--- src/hw/rtl/dlc_pkg.sv ---
// ----------------------------------------------------------------------------
// dlc_pkg: shared definitions for the LBA to CHS request translator
// Sizes, task-file codes, register indexes and the pipeline stage record.
// ----------------------------------------------------------------------------
`default_nettype none

package dlc_pkg;

  localparam int SECTOR_BYTES  = 512;
  localparam int SECTOR_SHIFT  = $clog2(SECTOR_BYTES);
  localparam int MAX_TRANSFER  = 4 * 1024;
  localparam int MAX_READ      = 1 * 1024;

  // Sector count width: at least the 4-bit task-file field
  localparam int NSEC_RAW_W = $clog2(MAX_TRANSFER / SECTOR_BYTES + 1);
  localparam int NSEC_W     = (NSEC_RAW_W > 4) ? NSEC_RAW_W : 4;

  // Divider geometry: 32-bit dividend, 8-bit divisor, four bits a stage
  localparam int DIV_BITS   = 32;
  localparam int DIV_STEPS  = 4;
  localparam int DIV_STAGES = DIV_BITS / DIV_STEPS;

  localparam logic [7:0] CMD_READ_CODE  = 8'h20;
  localparam logic [7:0] CMD_WRITE_CODE = 8'h30;
  localparam logic [7:0] DH_FIXED_BITS  = 8'h20;

  // Configuration register indexes
  localparam logic [2:0] REG_DRIVE_ONLINE = 3'd0;
  localparam logic [2:0] REG_DRIVE_UNIT   = 3'd1;
  localparam logic [2:0] REG_SPT          = 3'd2;
  localparam logic [2:0] REG_HPC          = 3'd3;
  localparam logic [2:0] REG_PART_FIRST   = 3'd4;
  localparam logic [2:0] REG_PART_LIMIT   = 3'd5;

  typedef enum logic [1:0] {
    OUT_OK       = 2'd0,
    OUT_ZERO     = 2'd1,
    OUT_PAST_END = 2'd2,
    OUT_OFFLINE  = 2'd3
  } outcome_t;

  typedef struct packed {
    outcome_t              outcome;
    logic                  cmd;
    logic [NSEC_W-1:0]     nsec;
    logic [7:0]            sec;
    logic [7:0]            rem;
    logic [DIV_BITS-1:0]   num;
  } stage_t;

endpackage

`default_nettype wire

--- src/hw/rtl/dlc_div_stage.sv ---
// ----------------------------------------------------------------------------
// dlc_div_stage: one registered slice of a restoring divider
// Retires DIV_STEPS quotient bits per stage, carrying the request along.
// ----------------------------------------------------------------------------
`default_nettype none

module dlc_div_stage import dlc_pkg::*; (
  input  wire logic       clk,
  input  wire logic       rst,
  input  wire logic       load,
  input  wire logic       in_valid,
  input  wire stage_t     in_data,
  input  wire logic [7:0] divisor,
  output logic            out_valid,
  output stage_t          out_data
);

  stage_t data_next;

  // Shift in dividend bits, subtract where the partial remainder allows
  always_comb begin
    logic [7:0]          r;
    logic [DIV_BITS-1:0] n;
    logic [8:0]          t;
    logic                q;
    r = in_data.rem;
    n = in_data.num;
    for (int k = 0; k < DIV_STEPS; k++) begin
      t = {r, n[DIV_BITS-1]};
      q = (t >= {1'b0, divisor});
      if (q) begin
        r = 8'(t - {1'b0, divisor});
      end else begin
        r = t[7:0];
      end
      n = {n[DIV_BITS-2:0], q};
    end
    data_next     = in_data;
    data_next.rem = r;
    data_next.num = n;
  end

  // Advance when the stage is free or its successor moves
  always_ff @(posedge clk) begin
    if (rst) begin
      out_valid <= 1'b0;
    end else if (load) begin
      out_valid <= in_valid;
    end
    if (load) begin
      out_data <= data_next;
    end
  end

endmodule

`default_nettype wire

--- src/hw/rtl/disk_lba_to_chs_request.sv ---
// ----------------------------------------------------------------------------
// disk_lba_to_chs_request: byte request to ATA CHS task-file values
// Clamps and rounds the length, bounds it to the partition, splits the block.
// ----------------------------------------------------------------------------
// Pipeline: 18 register stages, the first loaded at the accepting edge.
// Throughput: one request per cycle unless out_ready stalls the output;
// two 8-stage dividers (by sectors per track, then by heads) retire four
// quotient bits in each stage.
// Each stage advances on its own, so bubbles close up under a stall.
// Reset clears all valid bits and loads the register defaults; no sweep.
`default_nettype none

module disk_lba_to_chs_request import dlc_pkg::*; (
  input  wire logic        clk,
  input  wire logic        rst,
  input  wire logic        cfg_valid,
  output logic             cfg_ready,
  input  wire logic [2:0]  cfg_index,
  input  wire logic [31:0] cfg_data,
  input  wire logic        in_valid,
  output logic             in_ready,
  input  wire logic        command,
  input  wire logic [40:0] byte_offset,
  input  wire logic [30:0] byte_length,
  output logic             out_valid,
  input  wire logic        out_ready,
  output logic [1:0]       outcome,
  output logic [3:0]       sector_count,
  output logic [7:0]       sector_number,
  output logic [15:0]      cylinder,
  output logic [7:0]       drive_head,
  output logic [7:0]       command_code
);

  localparam int NSTG = 2 + 2 * DIV_STAGES;

  // Configuration registers
  logic        drive_online;
  logic        drive_unit;
  logic [7:0]  spt;
  logic [4:0]  hpc;
  logic [31:0] part_first;
  logic [31:0] part_limit;
  logic [7:0]  spt_eff;
  logic [7:0]  hpc_eff;

  assign cfg_ready = 1'b1;

  always_ff @(posedge clk) begin
    if (rst) begin
      drive_online <= 1'b0;
      drive_unit   <= 1'b0;
      spt          <= 8'd1;
      hpc          <= 5'd1;
      part_first   <= '0;
      part_limit   <= '0;
    end else if (cfg_valid) begin
      case (cfg_index)
        REG_DRIVE_ONLINE: drive_online <= cfg_data[0];
        REG_DRIVE_UNIT:   drive_unit   <= cfg_data[0];
        REG_SPT:          spt          <= cfg_data[7:0];
        REG_HPC:          hpc          <= cfg_data[4:0];
        REG_PART_FIRST:   part_first   <= cfg_data;
        REG_PART_LIMIT:   part_limit   <= cfg_data;
        default: ;
      endcase
    end
  end

  // Treat zero geometry as one
  assign spt_eff = (spt == 8'd0) ? 8'd1 : spt;
  assign hpc_eff = (hpc == 5'd0) ? 8'd1 : {3'b000, hpc};

  // Stage handshake: a stage loads when empty or when its successor moves
  logic [NSTG-1:0]         v;
  logic [NSTG-1:0]         mv;
  logic                    v_a;
  logic                    v_b;
  logic [2*DIV_STAGES-1:0] v_div;

  assign v = {v_div, v_b, v_a};

  always_comb begin
    mv[NSTG-1] = !v[NSTG-1] || out_ready;
    for (int i = NSTG - 2; i >= 0; i--) begin
      mv[i] = !v[i] || mv[i+1];
    end
  end

  assign in_ready = mv[0];

  // Stage A: block sum, clamped length in sectors, early status
  logic [32:0]       a_lblk;
  logic [NSEC_W-1:0] a_nsec;
  logic              a_cmd;
  outcome_t          a_outcome;
  logic [32:0]       lblk_next;
  logic [NSEC_W-1:0] nsec_next;
  outcome_t          a_outcome_next;

  always_comb begin
    logic [30:0] lc;
    logic [30:0] nsec_full;
    lc = (byte_length > 31'(MAX_TRANSFER)) ? 31'(MAX_TRANSFER) : byte_length;
    if (!command && (lc > 31'(MAX_READ))) begin
      lc = 31'(MAX_READ);
    end
    nsec_full = 31'(lc + 31'(SECTOR_BYTES - 1)) >> SECTOR_SHIFT;
    nsec_next = nsec_full[NSEC_W-1:0];
    lblk_next = {1'b0, byte_offset[40:SECTOR_SHIFT]} + {1'b0, part_first};
    if (!drive_online) begin
      a_outcome_next = OUT_OFFLINE;
    end else if (nsec_next == '0) begin
      a_outcome_next = OUT_ZERO;
    end else begin
      a_outcome_next = OUT_OK;
    end
  end

  always_ff @(posedge clk) begin
    if (rst) begin
      v_a <= 1'b0;
    end else if (mv[0]) begin
      v_a <= in_valid;
    end
    if (mv[0]) begin
      a_lblk    <= lblk_next;
      a_nsec    <= nsec_next;
      a_cmd     <= command;
      a_outcome <= a_outcome_next;
    end
  end

  // Stage B: partition bound and count trim
  stage_t b_data;
  stage_t b_next;

  always_comb begin
    logic [31:0] room;
    room               = part_limit - a_lblk[31:0];
    b_next.outcome     = a_outcome;
    b_next.cmd         = a_cmd;
    b_next.nsec        = a_nsec;
    b_next.sec         = '0;
    b_next.rem         = '0;
    b_next.num         = a_lblk[31:0];
    if (a_outcome == OUT_OK) begin
      if (a_lblk >= {1'b0, part_limit}) begin
        b_next.outcome = OUT_PAST_END;
      end else if (room < 32'(a_nsec)) begin
        b_next.nsec    = room[NSEC_W-1:0];
      end
    end
  end

  always_ff @(posedge clk) begin
    if (rst) begin
      v_b <= 1'b0;
    end else if (mv[1]) begin
      v_b <= v[0];
    end
    if (mv[1]) begin
      b_data <= b_next;
    end
  end

  // Divider chain: block / spt, then quotient / hpc
  stage_t dd  [2*DIV_STAGES];
  stage_t din [2*DIV_STAGES];
  logic   dvin[2*DIV_STAGES];

  always_comb begin
    for (int i = 0; i < 2 * DIV_STAGES; i++) begin
      if (i == 0) begin
        din[i]  = b_data;
        dvin[i] = v[1];
      end else begin
        din[i]  = dd[i-1];
        dvin[i] = v[i+1];
        if (i == DIV_STAGES) begin
          din[i].sec = 8'(dd[i-1].rem + 8'd1);
          din[i].rem = '0;
        end
      end
    end
  end

  for (genvar g = 0; g < 2 * DIV_STAGES; g++) begin : g_div
    dlc_div_stage u_stage (
      .clk       (clk),
      .rst       (rst),
      .load      (mv[g+2]),
      .in_valid  (dvin[g]),
      .in_data   (din[g]),
      .divisor   ((g < DIV_STAGES) ? spt_eff : hpc_eff),
      .out_valid (v_div[g]),
      .out_data  (dd[g])
    );
  end

  // Drive the task-file values, zero on any error outcome
  stage_t fin;
  logic   ok;

  assign fin           = dd[2*DIV_STAGES-1];
  assign ok            = (fin.outcome == OUT_OK);
  assign out_valid     = v[NSTG-1];
  assign outcome       = fin.outcome;
  assign sector_count  = ok ? fin.nsec[3:0] : 4'd0;
  assign sector_number = ok ? fin.sec : 8'd0;
  assign cylinder      = ok ? fin.num[15:0] : 16'd0;
  assign drive_head    = ok ? (DH_FIXED_BITS | {3'b000, drive_unit, 4'b0000} |
                               {4'b0000, fin.rem[3:0]}) : 8'd0;
  assign command_code  = ok ? (fin.cmd ? CMD_WRITE_CODE : CMD_READ_CODE) : 8'd0;

  // An empty first stage always takes a request
  a_empty_ready: assert property (@(posedge clk) disable iff (rst)
    !v[0] |-> in_ready)
    else $error("first stage empty but request refused");

  // A request that passes the bounds keeps a non-zero count
  a_b_count: assert property (@(posedge clk) disable iff (rst)
    v[1] && (b_data.outcome == OUT_OK) |-> (b_data.nsec != '0))
    else $error("issued request with zero sectors");

  // Head remainder stays below the head count; sector number is non-zero
  a_head_rem: assert property (@(posedge clk) disable iff (rst)
    out_valid && ok |-> (fin.rem < hpc_eff) && (sector_number != 8'd0))
    else $error("divider remainder out of range");

endmodule

`default_nettype wire

--- config.mk ---
export PLATFORM = sky130hd
export DESIGN_NAME = disk_lba_to_chs_request
export DESIGN_NICKNAME = d
export VERILOG_FILES = /design/src/hw/rtl/dlc_pkg.sv /design/src/hw/rtl/dlc_div_stage.sv /design/src/hw/rtl/disk_lba_to_chs_request.sv
export SDC_FILE = /design/constraint.sdc
export NUM_CORES = 2
export LEC_CHECK = 0
export ABC_CLOCK_PERIOD_IN_PS = 13300
export BUFFER_PORTS_ARGS = -buffer_cell sky130_fd_sc_hd__buf_2
export CAP_MARGIN = 20
export CORE_MARGIN = 4
export CORE_UTILIZATION = 55
export CTS_CLUSTER_DIAMETER = 100
export DETAILED_ROUTE_END_ITERATION = 10
export GPL_TIMING_DRIVEN = 0
export PLACE_DENSITY = 0.72
export REMOVE_ABC_BUFFERS = 1
export SYNTH_ARGS = -nofsm -noshare
export SYNTH_HDL_FRONTEND = slang
export SYNTH_SLANG_ARGS = --single-unit
--- constraint.sdc ---
create_clock -name clk -period 13.3 [get_ports clk]
set_input_delay 0.665 -clock clk [delete_from_list [all_inputs] [get_ports clk]]
set_output_delay 0.665 -clock clk [all_outputs]
set_load 0.01 [all_outputs]
==> reports/metrics.cfg <==
[worst_setup_path]
crit_path_end_kind = register
r2r_slack_ns = 1.13
worstPathArrival_ns = 12.56
r2r-end = g_div[4].u_stage.out_data[33]
cpMostUsedCell = a21oi_1
reg2regPathDepth = 49
worstPathRequired_ns = 13.69
slowest_stage = dfxtp_2
critPathBufInv = 6
crit_path_max_fanout = 26
r2r-start = spt[1]
critical-path-top-delay-family = compound AO/OA/AOI/OAI gates
cpPeakStageDelay_ns = 0.52
crit_type = reg -> reg
setup.worst_path.start_class = register

[grt]
grt_first_pass_wirelength_mm = 191
grt_pass1_vias = 37700
grt_start_max_net_pins = 53
grtUsageTotal_pct = 21.9
gr-total-overflow = 0
antenna_found_initial = 0

[final_layout]
post-route-cell-area_um2 = 61200
nNetsFinal = 6048
layout_commonest_cell = edfxtp_1
mostFrequentLayoutCells = 787 x edfxtp_1, 506 x ha_1, 415 x inv_1, 390 x nand2_1, 368 x a21oi_1
syn_to_final_growth_pct = 10.5
drive_gt1_share_pct = 11.2
diodes = 0

[placement]
gp_congestion = 0.890
placed_area_um2 = 58000
port-buffer-count = 143
place_hpwl_mm = 86.8

[hold_path]
hold_path_end = part_first[18]
hp-class = in -> reg
worstHoldStart = cfg_data[18]
min_path_cells = 3

[clock_tree]
clk_latency_ns = 0.67
cts_root_buffer = clkbuf_16
clockBufferDepth = 3
cts_tree = built
cts_num_sinks = 884
post_cts_buffers = 0
cts_buffers = 94
clkTransAtPathRegs_ns = 0.06
htreeDepth = 3

[synthesis]
synth_cell_type_count = 101
syn_inst = 5183
synth_area_leader_cell = edfxtp_1
ys_seq_area_share_pct = 46.2
synth-edff-count = 787
yosysTopAreaCellShare_pct = 42.7
yosys_register_bits = 884
syn_area_um2 = 55400
async_flop_share_pct = 0
ys_warn_count = 0
syn_avg_cell_area_um2 = 10.7
yosys-top-cells-area = edfxtp_1 43%, ha_1 11%, dfxtp_1 3.5%, mux2_2 3.5%, a21oi_1 3.3%
synth_ff_type = edfxtp_1

[timing]
finalSetupViolCount = 0
final.min_clock_period_ns = 12.17
slew-limit-headroom_pct = 34.5
max_freq_mhz = 82.2
worstMarginPinSlew_ns = 0.981
period_share_pct = 91.5
final-max-slew-violation-count = 0
fin_skew_ns = 0.0415
rsz0062_at_grt = no
hold_viol_final = 0

[floorplanning]
ioPinCount = 162
initial_utilization_pct = 55.4
die_w_um = 325
fp.coreArea_um2 = 100000
fp.dieH_um = 325
num_rows = 116
dieArea_um2 = 106000

[drt]
viasPerCell = 5.72
drc = 0
drt_first_pass_iters = 6
antenna_left = 0
wl_per_cell_um = 17.4
drt_wl_total_mm = 117
vias = 38500
drt_iter0_markers = 2289

[status]
status = complete, no violations

[run]
maxCapViolCount = 0

==> cell type report <==
type	instances	area, um^2
Clock buffer	120	2510
Tap cell	1298	1620
Multi-Input combinational cell	3759	27800
Clock inverter	53	649
Timing Repair Buffer	181	1370
Inverter	445	1670
Sequential cell	884	25600
Fill cell	8011	38800
==> per-stage QoR <==
stage	instances	setup WS (ns)	TNS (ns)	util, %	hold slack, ns
finish	6740	1.13	0	61.2	0.241
global route	6740	0.185	0	61.2	0.226
CTS	6739	0.0895	0	61.1	0.200
detailed placement	6566	0.0908	0	58.0	0.405
global placement	6529	-2.13	-88.36	57.3	0.401
floorplan	5088	1.93	0	-	0.400
==> repair_timing <==
action	4_1_cts	5_1_grt
setup endpoints to repair	3	16
pin swaps	0	0
resized for setup	1	7
hold buffers	0	0
==> layer usage <==
layer,up-vias,routed length (um),track usage [%]
li1,19300,-,-
met2,885,57100,38.6
met4,0,3610,6.81
met1,18100,51500,28.1
met3,235,5100,2.74
met5,-,0,0
==> worst max-delay path by stage <==
stage / from / endpoint / slack, ns / cells past startpoint
after floorplan: spt[1] / g_div[4].u_stage.out_data[33] / 1.93 / 46
after global placement: spt[1] / g_div[4].u_stage.out_data[34] / -2.13 / 45
after detailed placement: spt[1] / g_div[4].u_stage.out_data[34] / 0.09 / 49
after CTS: spt[1] / g_div[4].u_stage.out_data[34] / 0.09 / 49
after global routing: spt[1] / g_div[5].u_stage.out_data[34] / 0.18 / 49
final: spt[1] / g_div[4].u_stage.out_data[33] / 1.13 / 49
==> cells in the mapped netlist (30+ instances only) <==
library cell and number:
nand3_1 88, a21o_1 109, o21a_1 61, fa_1 64
nand2b_1 88, xor2_1 98, o31ai_1 30, edfxtp_1 787
a211oi_1 37, o21ai_0 347, and2_1 62, xnor2_1 167
ha_1 506, inv_1 434, nor2_1 321, mux2_2 172
nand4_1 62, nor2b_1 117, dfxtp_1 97, a21oi_1 368
nor3_1 74, a21boi_0 62, clkbuf_1 75, nand2_1 397
or2_2 31, mux2i_1 88, and3_1 38
==> registers in the layout, summed over array words and instances (netlist names) <==
register and count:
part_first 32, spt 8, v_a 1, a_cmd 1, a_lblk 33, part_limit 32
a_nsec 4, b_data 39, g_div.u_stage.out_data 708, drive_online 1, v_b 1, a_outcome 2
hpc 5, drive_unit 1, g_div.u_stage.out_valid 16
==> worst reg2reg max path, delay by kind of cell, from the launching register on <==
kind | cells | cell delay (ns)
AOI/OAI and AO/OA | 28 | 6.66
adders and majority gates | 4 | 1.16
DFF | 1 | 0.52
and+or+nand+nor | 11 | 2.30
buffers and inverters | 6 | 1.26
==> kinds of logic (layout without fill, tap and decap cells) <==
kind of cell / Yosys count / in the layout / synth area share [%]
AND/OR/NAND/NOR: 1401 / 1401 / 12.7
AO/OA/AOI/OAI: 1246 / 1246 / 14.1
flip-flops: 884 / 884 / 46.2
adder cells (fa/ha/maj): 570 / 570 / 13.7
buffers and inverters: 547 / 799 / 3.84
multiplexers: 268 / 268 / 5.27
XOR/XNOR: 265 / 265 / 4.19
other: 2 / 9 / 0.0136
Power is left out: the tool's default activity adds up to more than one toggle a clock period on the data nets, which glitch-free logic cannot reach.
